==> config.mk <==
export PLATFORM = sky130hd
export DESIGN_NAME = saf_blend
export DESIGN_NICKNAME = d
export VERILOG_FILES = /design/src/hw/rtl/span_alpha_fill_top_defines.svh /design/src/hw/rtl/saf_pkg.sv /design/src/hw/rtl/saf_blend.sv
export SDC_FILE = /design/constraint.sdc
export NUM_CORES = 1
export LEC_CHECK = 0
export ABC_AREA = 1
export BUFFER_PORTS_ARGS = -buffer_cell sky130_fd_sc_hd__clkbuf_2
export CORE_AREA = 2 2 197 393
export DETAILED_ROUTE_END_ITERATION = 6
export DIE_AREA = 0 0 199 395
export PLACE_DENSITY = 0.46
export SLEW_MARGIN = 40
export SYNTH_ARGS = -nofsm -noshare
export SYNTH_HDL_FRONTEND = slang
export SYNTH_SLANG_ARGS = --single-unit
==> constraint.sdc <==
create_clock -name i_clk -period 9.1 [get_ports i_clk]
set_input_delay 1.365 -clock i_clk [delete_from_list [all_inputs] [get_ports i_clk]]
set_output_delay 1.365 -clock i_clk [all_outputs]
set_load 0.01 [all_outputs]
==> src/hw/rtl/span_alpha_fill_top_defines.svh <==
// Assertion macros for the span fill top level.
`ifndef SPAN_ALPHA_FILL_TOP_DEFINES_SVH
`define SPAN_ALPHA_FILL_TOP_DEFINES_SVH

// A condition that must hold at every clock edge outside reset.
`define SAF_CHECK(lbl, cond, msg) \
    lbl: assert property (@(posedge i_clk) disable iff (!i_rst_n) (cond)) else $error(msg);

// A trigger that forces a condition to hold in the next cycle.
`define SAF_NEXT(lbl, trig, cond, msg) \
    lbl: assert property (@(posedge i_clk) disable iff (!i_rst_n) (trig) |=> (cond)) \
        else $error(msg);

`endif

==> src/hw/rtl/saf_pkg.sv <==
// Types, constants and pixel helper functions for the span fill block.
`default_nettype none

package saf_pkg;

    localparam int LINE_WIDTH = 1024;
    localparam int IDX_W      = $clog2(LINE_WIDTH);
    localparam int COORD_W    = 17;
    localparam int PIX_W      = 32;

    typedef logic [IDX_W-1:0]          t_idx;
    typedef logic signed [COORD_W-1:0] t_coord;

    localparam logic [1:0] FUNC_LOAD = 2'd0;
    localparam logic [1:0] FUNC_SPAN = 2'd1;
    localparam logic [1:0] FUNC_READ = 2'd2;

    localparam logic [2:0] CFG_FILL_PIXEL    = 3'd0;
    localparam logic [2:0] CFG_FILL_ALPHA    = 3'd1;
    localparam logic [2:0] CFG_CLIP_LEFT     = 3'd2;
    localparam logic [2:0] CFG_CLIP_RIGHT    = 3'd3;
    localparam logic [2:0] CFG_FORCE_OPAQUE  = 3'd4;
    localparam logic [2:0] CFG_CHANNEL_ORDER = 3'd5;

    typedef struct packed {
        logic [PIX_W-1:0] fill_pixel;
        logic [7:0]       alpha;
        logic [7:0]       order;
    } t_blend_cfg;

    typedef struct packed {
        logic valid;
        t_idx idx;
    } t_pix_req;

    typedef struct packed {
        logic             en;
        t_idx             idx;
        logic [PIX_W-1:0] data;
    } t_pix_wr;

    function automatic logic [7:0] get_byte(input logic [PIX_W-1:0] w, input logic [1:0] pos);
        return w[{pos, 3'b000} +: 8];
    endfunction

    function automatic logic [PIX_W-1:0] set_byte(input logic [PIX_W-1:0] w,
                                                  input logic [1:0] pos,
                                                  input logic [7:0] b);
        logic [PIX_W-1:0] r;
        r = w;
        r[{pos, 3'b000} +: 8] = b;
        return r;
    endfunction

    // d*(255-a) + s*a never exceeds 255*255, so 16 bits hold it.
    function automatic logic [15:0] mix_sum(input logic [7:0] d, input logic [7:0] s,
                                            input logic [7:0] a);
        logic [7:0] na;
        na = 8'hFF - a;
        return 16'(d * na) + 16'(s * a);
    endfunction

    // Floor of x/255, exact for every x up to 255*255.
    function automatic logic [7:0] div255(input logic [15:0] x);
        logic [16:0] t;
        t = {1'b0, x} + 17'd1 + {9'd0, x[15:8]};
        return t[15:8];
    endfunction

endpackage

`default_nettype wire

==> src/hw/rtl/saf_blend.sv <==
// Four-stage alpha blend pipeline that turns a read pixel into a write-back.
`default_nettype none

module saf_blend
    import saf_pkg::*;
(
    input  wire logic             i_clk,
    input  wire logic             i_rst_n,
    input  wire t_blend_cfg       i_cfg,
    input  wire t_pix_req         i_req,
    input  wire logic [PIX_W-1:0] i_rdata,
    output t_pix_wr               o_wr,
    output logic                  o_busy
);

    logic             r_v0, r_v1, r_v2, r_v3;
    t_idx             r_idx0, r_idx1, r_idx2, r_idx3;
    logic [PIX_W-1:0] r_w1, r_w2, r_w3;
    logic [15:0]      r_sum1, r_sum2, r_sum3;

    logic [1:0] pos_r, pos_g, pos_b, pos_a;
    logic [PIX_W-1:0] n_w1, n_w2, n_w3;
    logic [15:0]      n_sum1, n_sum2, n_sum3;

    assign pos_r = i_cfg.order[1:0];
    assign pos_g = i_cfg.order[3:2];
    assign pos_b = i_cfg.order[5:4];
    assign pos_a = i_cfg.order[7:6];

    // Alpha goes in first; each colour then reads the word as already updated,
    // so repeated positions in the channel order chain correctly.
    always_comb begin
        n_w1   = set_byte(i_rdata, pos_a, 8'hFF);
        n_sum1 = mix_sum(get_byte(n_w1, pos_r), get_byte(i_cfg.fill_pixel, pos_r), i_cfg.alpha);
        n_w2   = set_byte(r_w1, pos_r, div255(r_sum1));
        n_sum2 = mix_sum(get_byte(n_w2, pos_g), get_byte(i_cfg.fill_pixel, pos_g), i_cfg.alpha);
        n_w3   = set_byte(r_w2, pos_g, div255(r_sum2));
        n_sum3 = mix_sum(get_byte(n_w3, pos_b), get_byte(i_cfg.fill_pixel, pos_b), i_cfg.alpha);
    end

    always_ff @(posedge i_clk) begin
        if (!i_rst_n) begin
            r_v0 <= 1'b0;
            r_v1 <= 1'b0;
            r_v2 <= 1'b0;
            r_v3 <= 1'b0;
        end else begin
            r_v0 <= i_req.valid;
            r_v1 <= r_v0;
            r_v2 <= r_v1;
            r_v3 <= r_v2;
        end
    end

    always_ff @(posedge i_clk) begin
        r_idx0 <= i_req.idx;
        r_idx1 <= r_idx0;
        r_idx2 <= r_idx1;
        r_idx3 <= r_idx2;
        r_w1   <= n_w1;
        r_sum1 <= n_sum1;
        r_w2   <= n_w2;
        r_sum2 <= n_sum2;
        r_w3   <= n_w3;
        r_sum3 <= n_sum3;
    end

    assign o_wr.en   = r_v3;
    assign o_wr.idx  = r_idx3;
    assign o_wr.data = set_byte(r_w3, pos_b, div255(r_sum3));
    assign o_busy    = r_v0 | r_v1 | r_v2 | r_v3;

endmodule

`default_nettype wire

; Word level (Yosys, flattened, before mapping)
; Index checks and enable logic that the tools add are counted.
[classes]
mul = 6
n_mux = 4
bitwise = 3
n_eq_ne = 0
div = 0
magnitude_cmp = 0
add_sub_neg = 14
n_shift = 14
reduce_logical = 0
[ops]
columns = operator, count
row1 = $shiftx A32 B6 Y8, 6
row2 = $bwmux W32, 4
row3 = $shift A8 B7 Y32 const A, 4
row4 = $mul A8 B8 Y16, 6
row5 = $shiftx A8 B7 Y32, 3
row6 = $add A16 B1 Y16 const B, 3
row7 = $add A16 B16 Y16, 3
row8 = $add A16 B8 Y16, 3
row9 = $shiftx A8 B7 Y32 const A, 1
row10 = $neg A5 Y7, 4
row11 = $sub A8 B8 Y8 const A, 1
row12 = $or A1 B1 Y1, 3
[totals]
latchBits = 0
mem_bits_rw = 0
memories = 0
input_bits = 93
rom_bits = 0
regBits = 188

; Longest topological paths before layout
[depth]
depth_word = 7
ltp_mapped = 38
mapped_depth_nobuf = 38

; Worst setup path after synthesis
; No wires, ideal clock.
[synth_path]
path_kind = input-to-reg
startpoint = input port i_cfg[1] (netlist name)
endpoint = register r_sum2[13]
t_required_ns = 8.973
setup_slack_ns = 1.089
t_arrival_ns = 7.885
setup_ns = 0.127
path_buffers = 2
path_stages = 27
path_cell_list = clkbuf_1 clkinv_1 buf_1 ha_1 nor4_2 nand3_1 nand2_1 a21oi_1 nand2_2 nand3_1 fa_1 fa_1 inv_1 fa_1 fa_1 fa_1 inv_1 fa_1 inv_1 ha_1 a21oi_1 inv_1 a31oi_1 o21ai_0 a21boi_0 o21ai_0 xor2_1
[synth_between]
elab_chain_cells = 6
word_cells_on_any_way = 7
cone_classes = add/sub: 2 / mul: 1 / shift: 3 / mux: 1
[synth_rtl]
columns = element, line_no
row1 = from (decl), saf_blend.sv:9  ; input wire t_blend_cfg i_cfg,
row2 = $neg A5 Y7 (*), saf_pkg.sv:51  ; r[{pos, 3'b000} +: 8] = b;
row3 = $shiftx A8 B7 Y32 / $shift A8 B7 Y32 (equally long branches), saf_pkg.sv:51
row4 = $bwmux W32 (*), saf_pkg.sv:51
row5 = named net n_w2[5], saf_blend.sv:22  ; logic [PIX_W-1:0] n_w1, n_w2, n_w3;
row6 = $shiftx A32 B6 Y8 (*), saf_pkg.sv:43  ; return w[{pos, 3'b000} +: 8];
row7 = $mul A8 B8 Y16 (*), saf_pkg.sv:60  ; return 16'(d * na) + 16'(s * a);
row8 = $add A16 B16 Y16 (*), saf_pkg.sv:60
row9 = named net n_sum2[13], saf_blend.sv:23  ; logic [15:0] n_sum1, n_sum2, n_sum3;
row10 = to (signal assigned), saf_blend.sv:63  ; r_sum2 <= n_sum2;
row11 = to (decl), saf_blend.sv:19  ; logic [15:0] r_sum1, r_sum2, r_sum3;
; The timed path passes the listed nets; every way through them passes the cells marked *.
; A chain may end at the register's enable or synchronous reset.

; Worst setup path after layout
; Ends and elaborated chain as after synthesis.

==> run metrics <==
site row count 143; cell taking the most area after synthesis fa_1; share of cells above drive strength 1 11.6%; Worst R2R Path Depth 33; Worst Skew 15.8 ps; vias 18396; largest net degree at the start of global routing 49; clk sinks 188; CP required 9440 ps; antenna cell count 0; final setup fails 0; First DRT Iteration DRCs 739; Routed WL 80000 um; TritonCTS clock tree done; first-pass GRT wire length 120000 um; type of destination of the critical path flop; vias in the first global route 20045; Setup TNS Final 0 ps; Max Slew Vio Count 0; CTS Buf Count 17; initial core utilization 28.8%; Worst setup SP type input pin; Ys Warns 0; min cycle time layout 8170 ps; hold buffer count at CTS 0; post-DP HPWL 69000 um; clock-pin slew on the worst setup and hold paths 70 ps; CTS H-tree lvls 4; Synth Register Bits 188; worst path arrival time 8510 ps; synthesized area 21800 um2; critical path class in2reg; met2 routed WL 43900 um; met1 WL 27200 um; ys async rst share 0%; Top FF cell, synth dfxtp_1; Post-Syn Instances 2832; largest fanout on the critical path 11; synthesized area per cell 7.70 um2; Max clock buf depth 2; area share of the largest cell type after synthesis 26.5%; worst slew pin tran 822 ps; clock root buffer clkbuf_16; final period utilization 89.8%; Seq/Total Area, Yosys 17.3%; Filler cells 8320; number of flops mapped to enable cells by yosys 0; commonest cells in the netlist 652 x nand2_1, 572 x inv_1, 288 x fa_1; Area contributors post-synth fa_1 26%, dfxtp_1 17%, ha_1 13%; HP Class reg2reg; Post-CTS Repair Setup Buffers 0; die height 395 um; unrepaired setup endpoints after global routing false; Hold Vio Cnt, Final 0; top-count cell post-synth nand2_1; num ports 137; vias per std cell 4.64; Worst slew margin 45.1%; DR WL met3 2500 um; Nets 3547; gr ovfl total 0; Synth Net Count 3438; FMAX 122 MHz; Placer Congestion 0.938; P&R area growth vs syn 11.3%; initial antenna violation count 0; hold depth 0; routed wire length per instance 20.2 um; die footprint 78600 um2; outcome completed; worst-skew pair later-pin latency 470 ps; post-synth cell types 47; core box area 75700 um2; Die Wd 199 um; Buffers on Ports 136; post_cts resized 0; antenna-violating nets left 0; max layer used met4; Initial DRT Pass Iterations 5; max-cap violations 0; detailed-route DRC error count 0; Tot GR Track Use 20.9%
[final cells by class]
type,count,area (um2),share of cell area [%]
Clock inverter,12,131,0.542
Multi-Input combinational cell,1968,15500,63.8
Clock buffer,18,429,1.77
Tap cell,1015,1270,5.24
Timing Repair Buffer,170,948,3.91
Sequential cell,188,3760,15.5
Inverter,596,2240,9.24
[logic make-up after synthesis]
group | count (synthesis) | synth area share [%]
buf+inv | 676 | 11.8
xor+xnor | 51 | 2.05
fa+ha+maj | 513 | 39.4
compound gates | 176 | 4.72
flops | 188 | 17.3
simple gates | 1228 | 24.8
[path summary, 6_finish.rpt]
check / startpoint / endpoint / slack (ps)
worst min register to register: r_idx0[5] / r_idx1[5] / 320
worst min-delay path: r_idx0[5] / r_idx1[5] / 320
worst max-delay path: i_cfg[1] / r_sum2[13] / 930
worst max register to register: r_sum2[13] / r_sum3[14] / 1690
[critical path: stages]
cell	delay [ps]
clkbuf_2	100
clkinv_1	350
ha_1	510
nor4_2	620
nand2_1	110
o21ai_1	140
o21bai_1	80
inv_1	80
nand2_2	110
nand2_1	110
nand2_1	80
fa_1	510
fa_1	560
inv_1	50
fa_1	480
fa_1	500
fa_1	480
inv_1	50
fa_1	470
inv_1	50
ha_1	340
a21oi_1	150
inv_1	50
a31oi_1	300
o21ai_0	210
a21boi_0	320
o21ai_0	150
xor2_1	150
[layer usage]
layer,vias up,GRT usage (%)
met2,502,40.7
met1,8893,20.4
met5,-,0
met3,196,1.96
li1,8805,-
met4,0,14.2
[through the flow]
stage	hold WS, ps	std cells	setup slack (ps)	area, um2	utilization, %
after floorplan	310	2832	1090	21800	-
after global placement	312	3937	474	23700	31.3
after detailed placement	312	3937	485	23700	31.3
after CTS	324	3967	965	24200	32.0
after global routing	332	3967	513	24200	32.0
final	325	3967	929	24200	32.0
[registers in the layout, summed over array words and instances, names as in the netlist]
register  cells
r_w1         32
r_w2         32
r_w3         32
r_sum1       16
r_sum2       16
r_sum3       16
r_idx0       10
r_idx1       10
r_idx2       10
r_idx3       10
r_v0          1
r_v1          1
r_v2          1
r_v3          1
[cells in the final DEF, fill, tap and decap left out, types with 3 or more instances in the layout]
cell type	n
nor2_2	41
o21ai_1	3
a21oi_2	5
nor3_1	9
dfxtp_1	188
nand3_1	181
inv_2	15
clkbuf_16	17
fa_1	288
clkinv_8	3
nand4_1	40
o21ai_0	29
inv_1	570
nand2_1	652
a21o_1	3
o21bai_1	4
xor2_1	33
and2_1	3
clkinv_1	9
o211ai_1	19
clkbuf_2	136
nand2_4	10
o22ai_1	5
nand3_2	15
ha_1	225
clkinv_4	4
xnor2_1	18
a31oi_1	3
buf_4	33
nand2_2	43
nor2_1	224
a21oi_1	87
o31ai_1	7
o21ai_2	6
Power is left out: the tool's default activity adds up to more than one toggle a clock period on the data nets, which glitch-free logic cannot reach.
